`src/rtl/core/tsma_pkg.sv`:
```
`timescale 1ns / 1ps
package tsma_pkg;

    localparam int MaxWindow = 16;
    localparam int RingAw    = $clog2(MaxWindow);
    localparam int WinW      = 5;
    localparam int RemW      = WinW - 1;
    localparam int AngW      = 32;
    localparam int DeltaW    = 32;
    localparam int SumW      = 37;
    localparam int MagW      = SumW - 1;
    localparam int DivSteps  = MagW;
    localparam int CntW      = $clog2(DivSteps);

    typedef struct packed {
        logic accept;
        logic add;
        logic load;
        logic step;
        logic finish;
        logic emit;
    } t_ctrl_cmd;

    typedef struct packed {
        logic smooth_turn;
        logic out_free;
    } t_dp_status;

endpackage

```
`src/rtl/core/tsma_if.sv`:
```
`timescale 1ns / 1ps
interface tsma_in_if;
    logic                                  valid;
    logic                                  ready;
    logic                                  req_type;
    logic signed [tsma_pkg::DeltaW-1:0]    turn_delta;
    logic        [tsma_pkg::AngW-1:0]      body_angle;

    modport source (output valid, req_type, turn_delta, body_angle, input ready);
    modport sink   (input valid, req_type, turn_delta, body_angle, output ready);
endinterface

interface tsma_out_if;
    logic                           valid;
    logic                           ready;
    logic [tsma_pkg::AngW-1:0]      view_angle;

    modport source (output valid, view_angle, input ready);
    modport sink   (input valid, view_angle, output ready);
endinterface

```
`src/rtl/core/tsma_ctrl.sv`:
```
`timescale 1ns / 1ps
module tsma_ctrl (
    input  logic                  i_clk,
    input  logic                  i_rst_n,
    input  logic                  i_in_valid,
    output logic                  o_in_ready,
    input  tsma_pkg::t_dp_status  i_status,
    output tsma_pkg::t_ctrl_cmd   o_cmd
);

    typedef enum logic [5:0] {
        S_IDLE  = 6'b000001,
        S_SUM   = 6'b000010,
        S_LOAD  = 6'b000100,
        S_DIV   = 6'b001000,
        S_ANGLE = 6'b010000,
        S_EMIT  = 6'b100000
    } t_state;

    t_state                      r_state, n_state;
    logic [tsma_pkg::CntW-1:0]   r_cnt, n_cnt;
    logic                        w_accept;

    assign o_in_ready = (r_state == S_IDLE);
    assign w_accept   = i_in_valid && o_in_ready;

    always_comb begin
        n_state = r_state;
        n_cnt   = r_cnt;
        o_cmd   = '0;
        unique case (r_state)
            S_IDLE: begin
                if (w_accept) begin
                    o_cmd.accept = 1'b1;
                    n_state = i_status.smooth_turn ? S_SUM : S_EMIT;
                end
            end
            S_SUM: begin
                o_cmd.add = 1'b1;
                n_state = S_LOAD;
            end
            S_LOAD: begin
                o_cmd.load = 1'b1;
                n_cnt   = tsma_pkg::CntW'(tsma_pkg::DivSteps - 1);
                n_state = S_DIV;
            end
            S_DIV: begin
                o_cmd.step = 1'b1;
                if (r_cnt == '0) begin
                    n_state = S_ANGLE;
                end else begin
                    n_cnt = r_cnt - 1'b1;
                end
            end
            S_ANGLE: begin
                o_cmd.finish = 1'b1;
                n_state = S_EMIT;
            end
            S_EMIT: begin
                if (i_status.out_free) begin
                    o_cmd.emit = 1'b1;
                    n_state = S_IDLE;
                end
            end
            default: begin
                n_state = S_IDLE;
            end
        endcase
    end

    always_ff @(posedge i_clk) begin
        if (!i_rst_n) begin
            r_state <= S_IDLE;
            r_cnt   <= '0;
        end else begin
            r_state <= n_state;
            r_cnt   <= n_cnt;
        end
    end

    a_turn_to_sum: assert property (@(posedge i_clk) disable iff (!i_rst_n)
        w_accept && i_status.smooth_turn |=> r_state == S_SUM)
        else $error("smoothed turn did not start the sum update");

    a_plain_to_emit: assert property (@(posedge i_clk) disable iff (!i_rst_n)
        w_accept && !i_status.smooth_turn |=> r_state == S_EMIT)
        else $error("restart or bypass item did not go straight to emit");

    a_div_end: assert property (@(posedge i_clk) disable iff (!i_rst_n)
        r_state == S_DIV && r_cnt == '0 |=> r_state == S_ANGLE)
        else $error("divider did not finish after its last step");

    a_emit_free: assert property (@(posedge i_clk) disable iff (!i_rst_n)
        o_cmd.emit |-> i_status.out_free)
        else $error("result emitted into a full output register");

endmodule

```
`src/rtl/core/tsma_dp.sv`:
```
`timescale 1ns / 1ps
module tsma_dp (
    input  logic                                i_clk,
    input  logic                                i_rst_n,
    input  tsma_pkg::t_ctrl_cmd                 i_cmd,
    output tsma_pkg::t_dp_status                o_status,
    input  logic                                i_cfg_enable,
    input  logic [tsma_pkg::WinW-1:0]           i_cfg_window,
    input  logic                                i_req_type,
    input  logic signed [tsma_pkg::DeltaW-1:0]  i_turn_delta,
    input  logic [tsma_pkg::AngW-1:0]           i_body_angle,
    input  logic                                i_out_ready,
    output logic                                o_out_valid,
    output logic [tsma_pkg::AngW-1:0]           o_view_angle
);

    logic signed [tsma_pkg::DeltaW-1:0]  r_ring [tsma_pkg::MaxWindow];
    logic [tsma_pkg::MaxWindow-1:0]      r_ring_vld;
    logic signed [tsma_pkg::SumW-1:0]    r_sum;
    logic [tsma_pkg::RingAw-1:0]         r_idx;
    logic [tsma_pkg::AngW-1:0]           r_angle;
    logic [tsma_pkg::AngW-1:0]           r_result;
    logic signed [tsma_pkg::DeltaW-1:0]  r_delta;
    logic [tsma_pkg::MagW-1:0]           r_mag;
    logic                                r_neg;
    logic [tsma_pkg::RemW-1:0]           r_rem;
    logic [tsma_pkg::WinW-1:0]           r_mod;
    logic                                r_out_vld;
    logic [tsma_pkg::AngW-1:0]           r_view;

    logic [tsma_pkg::WinW-1:0]           w_win;
    logic signed [tsma_pkg::DeltaW-1:0]  w_old;
    logic signed [tsma_pkg::SumW-1:0]    n_sum;
    logic [tsma_pkg::SumW-1:0]           w_abs;
    logic [tsma_pkg::WinW-1:0]           w_rem_sh;
    logic                                w_qbit;
    logic [tsma_pkg::RemW-1:0]           n_rem;
    logic [tsma_pkg::MagW-1:0]           n_mag;
    logic [tsma_pkg::WinW-1:0]           n_mod;
    logic [tsma_pkg::MagW-1:0]           w_quot;
    logic [tsma_pkg::AngW-1:0]           n_angle;
    logic                                w_restart;

    assign o_status.smooth_turn = i_cfg_enable && i_req_type;
    assign o_status.out_free    = !r_out_vld || i_out_ready;
    assign o_out_valid          = r_out_vld;
    assign o_view_angle         = r_view;
    assign w_restart            = i_cmd.accept && i_cfg_enable && !i_req_type;

    always_comb begin
        if (i_cfg_window == '0) begin
            w_win = tsma_pkg::WinW'(1);
        end else if (i_cfg_window > tsma_pkg::WinW'(tsma_pkg::MaxWindow)) begin
            w_win = tsma_pkg::WinW'(tsma_pkg::MaxWindow);
        end else begin
            w_win = i_cfg_window;
        end
    end

    // running sum update, restoring divide step, index wrap and angle add
    always_comb begin
        w_old = r_ring_vld[r_idx] ? r_ring[r_idx] : '0;
        n_sum = r_sum - tsma_pkg::SumW'(w_old) + tsma_pkg::SumW'(r_delta);
        w_abs = r_sum[tsma_pkg::SumW-1] ? (~r_sum + 1'b1) : r_sum;

        w_rem_sh = {r_rem, r_mag[tsma_pkg::MagW-1]};
        w_qbit   = (w_rem_sh >= w_win);
        n_rem    = w_qbit ? tsma_pkg::RemW'(w_rem_sh - w_win)
                          : w_rem_sh[tsma_pkg::RemW-1:0];
        n_mag    = {r_mag[tsma_pkg::MagW-2:0], w_qbit};
        n_mod    = (r_mod >= w_win) ? (r_mod - w_win) : r_mod;

        w_quot  = r_neg ? (~r_mag + 1'b1) : r_mag;
        n_angle = r_angle + w_quot[tsma_pkg::AngW-1:0];
    end

    always_ff @(posedge i_clk) begin
        if (!i_rst_n) begin
            r_ring_vld <= '0;
            r_sum      <= '0;
            r_idx      <= '0;
            r_angle    <= '0;
            r_out_vld  <= 1'b0;
        end else begin
            if (w_restart) begin
                r_ring_vld <= '0;
                r_sum      <= '0;
                r_idx      <= '0;
                r_angle    <= i_body_angle;
            end
            if (i_cmd.add) begin
                r_ring_vld[r_idx] <= 1'b1;
                r_sum             <= n_sum;
            end
            if (i_cmd.finish) begin
                r_angle <= n_angle;
                r_idx   <= r_mod[tsma_pkg::RingAw-1:0];
            end
            if (i_cmd.emit) begin
                r_out_vld <= 1'b1;
            end else if (i_out_ready) begin
                r_out_vld <= 1'b0;
            end
        end
    end

    always_ff @(posedge i_clk) begin
        if (i_cmd.accept) begin
            r_result <= i_body_angle;
            r_delta  <= i_turn_delta;
        end
        if (i_cmd.add) begin
            r_ring[r_idx] <= r_delta;
        end
        if (i_cmd.load) begin
            r_neg <= r_sum[tsma_pkg::SumW-1];
            r_mag <= w_abs[tsma_pkg::MagW-1:0];
            r_rem <= '0;
            r_mod <= tsma_pkg::WinW'(r_idx) + 1'b1;
        end
        if (i_cmd.step) begin
            r_rem <= n_rem;
            r_mag <= n_mag;
            r_mod <= n_mod;
        end
        if (i_cmd.finish) begin
            r_result <= n_angle;
        end
        if (i_cmd.emit) begin
            r_view <= r_result;
        end
    end

endmodule

```
`src/rtl/core/turn_smoothing_moving_average_core.sv`:
```
`timescale 1ns / 1ps
// channel   dir  handshake     payload
// i_in      in   valid/ready   req_type, turn_delta, body_angle
// o_out     out  valid/ready   view_angle
// apb       in   psel/penable  paddr, pwdata, prdata (0: smoothing_enable, 4: window_length)
//
// a smoothed turn item goes from accept to result through sum update, divider load,
// 36 bit-serial restoring divide steps on the sum's 36-bit magnitude, angle add, emit
// restart items and items with smoothing off go from accept straight to emit
// one item is in work at a time; a finished result waits in the output register
// a stalled output holds the next result in emit until the register frees
// synchronous active-low reset clears ring valid bits, sum, index, angle, out valid, enable
module turn_smoothing_moving_average_core (
    input  logic          i_clk,
    input  logic          i_rst_n,
    tsma_in_if.sink       i_in,
    tsma_out_if.source    o_out,
    input  logic          psel,
    input  logic          penable,
    input  logic          pwrite,
    input  logic [2:0]    paddr,
    input  logic [31:0]   pwdata,
    output logic [31:0]   prdata,
    output logic          pready
);

    localparam logic RegEnable = 1'b0;
    localparam logic RegWindow = 1'b1;

    logic                           r_cfg_enable;
    logic [tsma_pkg::WinW-1:0]      r_cfg_window;
    logic                           w_cfg_wr;
    logic                           w_reg_idx;
    tsma_pkg::t_ctrl_cmd            w_cmd;
    tsma_pkg::t_dp_status           w_status;

    assign pready    = 1'b1;
    assign w_cfg_wr  = psel && penable && pwrite && pready;
    assign w_reg_idx = paddr[2];

    always_comb begin
        unique case (w_reg_idx)
            RegEnable: prdata = {31'd0, r_cfg_enable};
            RegWindow: prdata = {{(32 - tsma_pkg::WinW){1'b0}}, r_cfg_window};
            default:   prdata = '0;
        endcase
    end

    always_ff @(posedge i_clk) begin
        if (!i_rst_n) begin
            r_cfg_enable <= 1'b0;
            r_cfg_window <= tsma_pkg::WinW'(6);
        end else if (w_cfg_wr) begin
            unique case (w_reg_idx)
                RegEnable: r_cfg_enable <= pwdata[0];
                RegWindow: r_cfg_window <= pwdata[tsma_pkg::WinW-1:0];
                default:   r_cfg_enable <= r_cfg_enable;
            endcase
        end
    end

    tsma_ctrl u_ctrl (
        .i_clk      (i_clk),
        .i_rst_n    (i_rst_n),
        .i_in_valid (i_in.valid),
        .o_in_ready (i_in.ready),
        .i_status   (w_status),
        .o_cmd      (w_cmd)
    );

    tsma_dp u_dp (
        .i_clk        (i_clk),
        .i_rst_n      (i_rst_n),
        .i_cmd        (w_cmd),
        .o_status     (w_status),
        .i_cfg_enable (r_cfg_enable),
        .i_cfg_window (r_cfg_window),
        .i_req_type   (i_in.req_type),
        .i_turn_delta (i_in.turn_delta),
        .i_body_angle (i_in.body_angle),
        .i_out_ready  (o_out.ready),
        .o_out_valid  (o_out.valid),
        .o_view_angle (o_out.view_angle)
    );

endmodule

```
`src/flat_wrapper.sv`:
```
// flat-port wrapper written by rule: the top's interface ports become plain ports
module turn_smoothing_moving_average_core_flat 
  (i_clk, i_rst_n, psel, penable, pwrite, paddr, pwdata, prdata, pready, i_in_valid, i_in_req_type, i_in_turn_delta, i_in_body_angle, i_in_ready, o_out_valid, o_out_view_angle, o_out_ready);
  tsma_in_if i_in_i ();
  tsma_out_if o_out_i ();
  input  logic i_clk;
  input  logic i_rst_n;
  input  logic psel;
  input  logic penable;
  input  logic pwrite;
  input  logic [2:0] paddr;
  input  logic [31:0] pwdata;
  output logic [31:0] prdata;
  output logic pready;
  input wire logic [$bits(i_in_i.valid)-1:0] i_in_valid;
  input wire logic [$bits(i_in_i.req_type)-1:0] i_in_req_type;
  input wire logic [$bits(i_in_i.turn_delta)-1:0] i_in_turn_delta;
  input wire logic [$bits(i_in_i.body_angle)-1:0] i_in_body_angle;
  output wire logic [$bits(i_in_i.ready)-1:0] i_in_ready;
  output wire logic [$bits(o_out_i.valid)-1:0] o_out_valid;
  output wire logic [$bits(o_out_i.view_angle)-1:0] o_out_view_angle;
  input wire logic [$bits(o_out_i.ready)-1:0] o_out_ready;
  assign i_in_i.valid = i_in_valid;
  assign i_in_i.req_type = i_in_req_type;
  assign i_in_i.turn_delta = i_in_turn_delta;
  assign i_in_i.body_angle = i_in_body_angle;
  assign i_in_ready = i_in_i.ready;
  assign o_out_valid = o_out_i.valid;
  assign o_out_view_angle = o_out_i.view_angle;
  assign o_out_i.ready = o_out_ready;
  turn_smoothing_moving_average_core u_core (.i_clk(i_clk), .i_rst_n(i_rst_n), .i_in(i_in_i), .o_out(o_out_i), .psel(psel), .penable(penable), .pwrite(pwrite), .paddr(paddr), .pwdata(pwdata), .prdata(prdata), .pready(pready));
endmodule
```
`config.mk`:
```
export PLATFORM = sky130hd
export DESIGN_NAME = turn_smoothing_moving_average_core_flat
export DESIGN_NICKNAME = d
export VERILOG_FILES = /design/src/rtl/core/tsma_pkg.sv /design/src/rtl/core/tsma_if.sv /design/src/rtl/core/tsma_ctrl.sv /design/src/rtl/core/tsma_dp.sv /design/src/rtl/core/turn_smoothing_moving_average_core.sv /design/src/flat_wrapper.sv
export SDC_FILE = /design/constraint.sdc
export NUM_CORES = 1
export LEC_CHECK = 0
export ABC_CLOCK_PERIOD_IN_PS = 7300
export BUFFER_PORTS_ARGS = -buffer_cell sky130_fd_sc_hd__clkbuf_2
export CORE_MARGIN = 1.5
export CORE_UTILIZATION = 59
export DETAILED_ROUTE_END_ITERATION = 8
export GPL_TIMING_DRIVEN = 0
export PLACE_DENSITY_LB_ADDON = 0.2
export SYNTH_ARGS = -nofsm -noshare
export SYNTH_HDL_FRONTEND = slang
export SYNTH_HIERARCHICAL = 1
export SYNTH_SLANG_ARGS = --single-unit
```
`constraint.sdc`:
```
create_clock -name i_clk -period 7.3 [get_ports i_clk]
set_input_delay 0.365 -clock i_clk [delete_from_list [all_inputs] [get_ports i_clk]]
set_output_delay 0.365 -clock i_clk [all_outputs]
set_load 0.02 [all_outputs]
```
=== Yosys cells after proc, flatten, opt, wreduce, memory -nomap -nowiden ===
Memory sizes are Yosys's and may differ from the RTL's. A register that Yosys moved wholly into a read port is not among the register bits.
Cells that the tools add are included.

* $add $sub $neg: 9
* $lt $le $gt $ge: 5
* Equal/unequal tests: 11
* Muxes and demuxes: 50
* Bitwise gates (word level): 4
* Reductions and logical operators: 23

{| class="wikitable"
|+ Operator list
! operator !! count
|-
| $mux W32 || 6
|-
| $mux W36 || 3
|-
| $mux W37 || 2
|-
| $pmux W32 S2 || 1
|-
| $mux W16 || 3
|-
| $add A37 B32 Y37 || 1
|-
| $sub A37 B32 Y37 || 1
|-
| $add A36 B1 Y36 const B || 1
|-
| $not A36 Y36 || 1
|-
| $pmux W6 S6 || 1
|-
| $add A32 B1 Y32 const B || 1
|-
| $add A32 B32 Y32 || 1
|-
| $not A32 Y32 || 1
|-
| $mux W6 || 5
|-
| $mux W4 || 7
|-
| $mux W5 || 5
|-
| $or A16 B16 Y16 || 1
|-
| $mux W1 || 14
|-
| $pmux W6 S2 || 1
|-
| $reduce_bool A2 Y1 || 6
|-
| $ge A5 B5 Y1 || 2
|-
| $ne A2 B2 Y1 const B || 4
|-
| $reduce_and A2 Y1 || 4
|-
| $logic_and A1 B1 Y1 || 7
|-
| other kinds (22) || 23
|}

* Register bits after elaboration: 250
* Memory bits (writable): 512
* Input port bits: 107
* Output and inout bits: 67
* Word-level logic and storage cells: 119
* Memories: 1

{| class="wikitable"
|+ Memory list
! name !! words !! bits a word !! rd ports !! clocked after memory_dff !! write ports !! RTL line !! text
|-
| u_core.u_dp.r_ring || 16 || 32 || 1 || 1 || 1 || tsma_dp.sv:17 || <nowiki>logic signed [tsma_pkg::DeltaW-1:0] r_ring [tsma_pkg::MaxWindow];</nowiki>
|}

=== Logic depth before layout (Yosys ltp) ===
* Word-level depth: 10
* Depth in mapped cells: 20
* Depth with buffers taken out: 19

=== Modules after synthesis ===
The synthesis kept the hierarchy.

{| class="wikitable"
|+ By module, submodules not included
! module !! instances !! cells an instance !! area an instance (um^2) !! sequential area each (um^2)
|-
| tsma_dp || 1 || 2364 || 34358.0 || 21520.6
|-
| tsma_ctrl || 1 || 81 || 695.7 || 240.2
|-
| turn_smoothing_moving_average_core || 1 || 62 || 524.3 || 120.1
|}

=== Least setup slack after synthesis ===
OpenSTA, ideal clock, no wires.

* Path kind: register to register
* Start: register with a tool-made name
* End: register u_core/u_dp/r_sum[36] in the netlist's numbering
* Library setup time: 120 ps
* Data arrival time: 5548 ps
* Data required time: 7180 ps
* Slack: 1632 ps
* Stages on the path, launching flop included: 18
* Path buffers: 3
* Period minus slack after synthesis: 5668 ps
* Cells stage by stage: dfxtp_1 buf_1 clkbuf_1 buf_1 mux4_2 mux4_2 nor2b_1 fa_1 fa_1 nand2b_1 a21oi_1 o2111ai_1 o211ai_1 a32oi_1 a21oi_1 a311oi_1 mux2i_1 a211o_1

{| class="wikitable"
|+ RTL lines
! element !! RTL line !! text
|-
| end signal: assignment || tsma_dp.sv:93 || <nowiki>r_sum <= n_sum;</nowiki>
|-
| end: declaration || tsma_dp.sv:19 || <nowiki>logic signed [tsma_pkg::SumW-1:0] r_sum;</nowiki>
|}

==> out/qor.txt <==
Starting DRC count in detailed routing: 1,904
Slew HR: 6.678%
Clock Path Buffers: 3
Max stage delay on crit path: 0.73 ns
CP endpoint kind: flop
TritonCTS clock tree: done
FILL cells: 3,934
Worst path bufs/invs: 5
Critical Path Source Type: flop
GR Util met3: 4.135%
CP max stage cell: clkbuf_1
Delay-heaviest family, CP: compound AO/OA/AOI/OAI gates
Starting Density: 59.94%
Die area: 61,780 um2
Final hold vios: 0
Largest net degree at the start of global routing: 41
Overall Power: 9.334 mW
Max Freq: 143.0 MHz
Core area: 59,350 um2
Num CTS Buffers: 80
RePlAce Congestion: 0.9424
Worst VDD drop: 219.0 uV
DP Area: 37,830 um2
Power Density: 228.5 nW/um2
IO buf count: 116
HPWL Detailed: 59.88 mm
Fin crit share: 95.78%
DRT antenna net count: 0
Register-to-register setup slack: 0.31 ns
Clock root cell: clkbuf_16
Met2 usage: 48.11%
Most Crowded Layer GR: met2
First-pass GRT wire length: 132.2 mm
Unique cell type count in the Yosys netlist: 76
Die Span Y: 248.6 um
Reg clk slew, reported paths: 0.06 ns
Crit path cell chain: clkbuf_1 -> buf_1 -> clkbuf_1 -> mux4_2 -> mux4_2 -> nor2b_1 -> ha_1 -> inv_1 -> ha_1 -> inv_1 -> fa_1 -> nand2b_1 -> a21oi_1 -> o2111ai_1 -> o211ai_1 -> a32oi_1 -> a21oi_1 -> a311oi_1 -> mux2i_1 -> a211o_1
Top_reg_cell synth: edfxtp_1
Final instance area: 40,840 um2
Hold Crit Class: input pin to flop
Crit-path max FO: 10
Final setup vio count: 0
Drt first pass iters: 5
Final slew viol count: 0
Initial antenna violation count: 0
Die X: 248.6 um
Vias in the first global route: 22,090
Mapped Area: 35,580 um2
Unrepaired setup endpoints after global routing: false
Total Wirelength: 86.90 mm
Arr. time, crit path: 7.51 ns
Setup_tns: 0 ns
Rows: 89
Global-route usage over all layers: 28.42%
H-tree depth: 3
Clock Sinks: 766
Tightest Pin Transition: 1.385 ns
Overflow after GRT: 0
Register area share after synthesis: 61.50%
Antenna fix cells: 0
Synth warn: 6
Boundary Pins: 174
Synth Instances: 2,507
DRC Markers: 0
Status: completed
Crit path time final: 6.992 ns
NumNets Final: 3,032
Synth Register Bits: 766
Share of layout cells above drive strength 1: 19.02%
Setup ws final: 0.3079 ns
Post-CTS Setup Repair Bufs: 0
Met1 Use GR: 37.19%
Max Cap Violations: 0
Area delta synth->final: 14.80%
Leakage power: 14.32 nW
WL/cell: 23.89 um
Worst-Skew Late Latency: 0.64 ns
Vias: 22,130
Final Skew: 0.02271 ns
Place WS: -0.1025 ns
Worst Path Required: 7.82 ns
WS Path Type: flop to flop
Post-synth EDFFs: 654
Via density: 6.082
FFs w/ async S/R, synth: 0%
Avg Cell Area, Syn: 14.19 um2
[layout make-up]
| cell class | count | area [um2] | area share, % |
|---|---|---|---|
| Inverter | 187 | 701.9 | 1.719 |
| Sequential cell | 766 | 21880 | 53.58 |
| Timing Repair Buffer | 185 | 1464 | 3.584 |
| Buffer | 136 | 659.4 | 1.614 |
| Multi-Input combinational cell | 1444 | 12570 | 30.77 |
| Tap cell | 773 | 967.2 | 2.368 |
| Clock buffer | 109 | 2247 | 5.502 |
| Clock inverter | 38 | 355.3 | 0.8700 |
[report_power, final]
group | total (mW) | leakage (nW) | internal, mW | switching, mW
logic | 0.451 | 6.23 | 0.186 | 0.265
registers | 4.86 | 6.82 | 4.80 | 0.0651
clock network | 4.02 | 1.27 | 2.32 | 1.70
[registers in the layout, indices dropped and copies added (netlist names), 16 cells and up, named ones only]
signal,cells
u_core/u_dp/r_result,32
u_core/u_dp/o_view_angle,32
u_core/u_dp/r_delta,32
u_core/u_dp/r_sum,37
u_core/u_dp/r_ring_vld,16
u_core/u_dp/r_mag,36
u_core/u_dp/r_angle,32
u_core/u_dp/r_ring,512
[through the flow]
stage / cells / util (%) / hold slack (ns)
finish: 3638 / 68.81 / 0.01893
floorplan: 2533 / - / 0.4003
detailed placement: 3452 / 63.74 / 0.4045
global route: 3638 / 68.81 / 0.02684
global placement: 3422 / 62.71 / 0.4004
CTS: 3638 / 68.80 / 0.002171
[cell usage in the layout (no fill, tap or decap), types with 21 or more instances in the layout]
cell	n
ha_1	86
xnor2_1	107
clkbuf_16	85
nor2b_1	45
nand3_1	41
clkbuf_2	119
fa_1	39
o21ai_0	122
mux4_2	164
dfxtp_1	112
inv_1	184
mux2_2	26
buf_4	28
edfxtp_1	654
o31ai_1	21
nor2_1	79
a21o_1	29
clkbuf_1	102
or3_1	26
nand2_1	212
a21oi_1	134
conb_1	28
dlygate4sd3_1	39
nor3_1	22
[metal layers]
| layer | vias to the layer above | part of all wire [%] |
|---|---|---|
| met3 | 191 | 6.6 |
| li1 | 9939 | - |
| met2 | 969 | 49 |
| met1 | 11030 | 40 |
| met4 | 0 | 4.0 |
| met5 | - | 0 |
[cell families after synthesis]
kind of cell | Yosys count | share of synthesized area (%)
AOI/OAI and AO/OA | 426 | 7.449
xor gates and xnor gates | 126 | 3.102
adders and majority gates | 125 | 5.219
buffers and inverters | 323 | 3.774
DFF | 766 | 61.50
muxes | 210 | 11.77
other | 2 | 0.02111
and+or+nand+nor | 529 | 7.167
[worst paths after layout]
kind	start	end	depth (start not counted)
max	flop	u_core/u_dp/r_sum[36]	20
min	i_in_body_angle[19]	u_core/u_dp/r_angle[19]	3
max reg2reg	flop	u_core/u_dp/r_sum[36]	20
min reg2reg	u_core/u_dp/r_result[6]	u_core/u_dp/o_view_angle[6]	0
[worst min-delay path: stages]
cell and delay (ns):
clkbuf_2 0.09, nand2_1 0.06, a311oi_1 0.08
[Yosys cell counts (45+ instances only)]
| cell type | instances | area [um2] |
|---|---|---|
| nor2_1 | 92 | 345.3 |
| xnor2_1 | 107 | 937.2 |
| nor2b_1 | 45 | 281.5 |
| edfxtp_1 | 654 | 19640 |
| a21oi_1 | 134 | 670.6 |
| nand2_1 | 212 | 795.8 |
| o21ai_0 | 122 | 610.6 |
| inv_1 | 185 | 694.4 |
| dfxtp_1 | 112 | 2242 |
| mux4_2 | 164 | 3694 |
| clkbuf_1 | 82 | 307.8 |
| ha_1 | 86 | 1076 |
[what timing repair did]
| item | in CTS | in global routing |
|---|---|---|
| hold buffers | 39 | 0 |
| gates resized for setup | 4 | 6 |
| hold endpoints to repair | 40 | 0 |
| setup endpoints to repair | 1 | 2 |
| gates cloned | 0 | 0 |
Note: power is estimated with default switching activity, not from simulation.
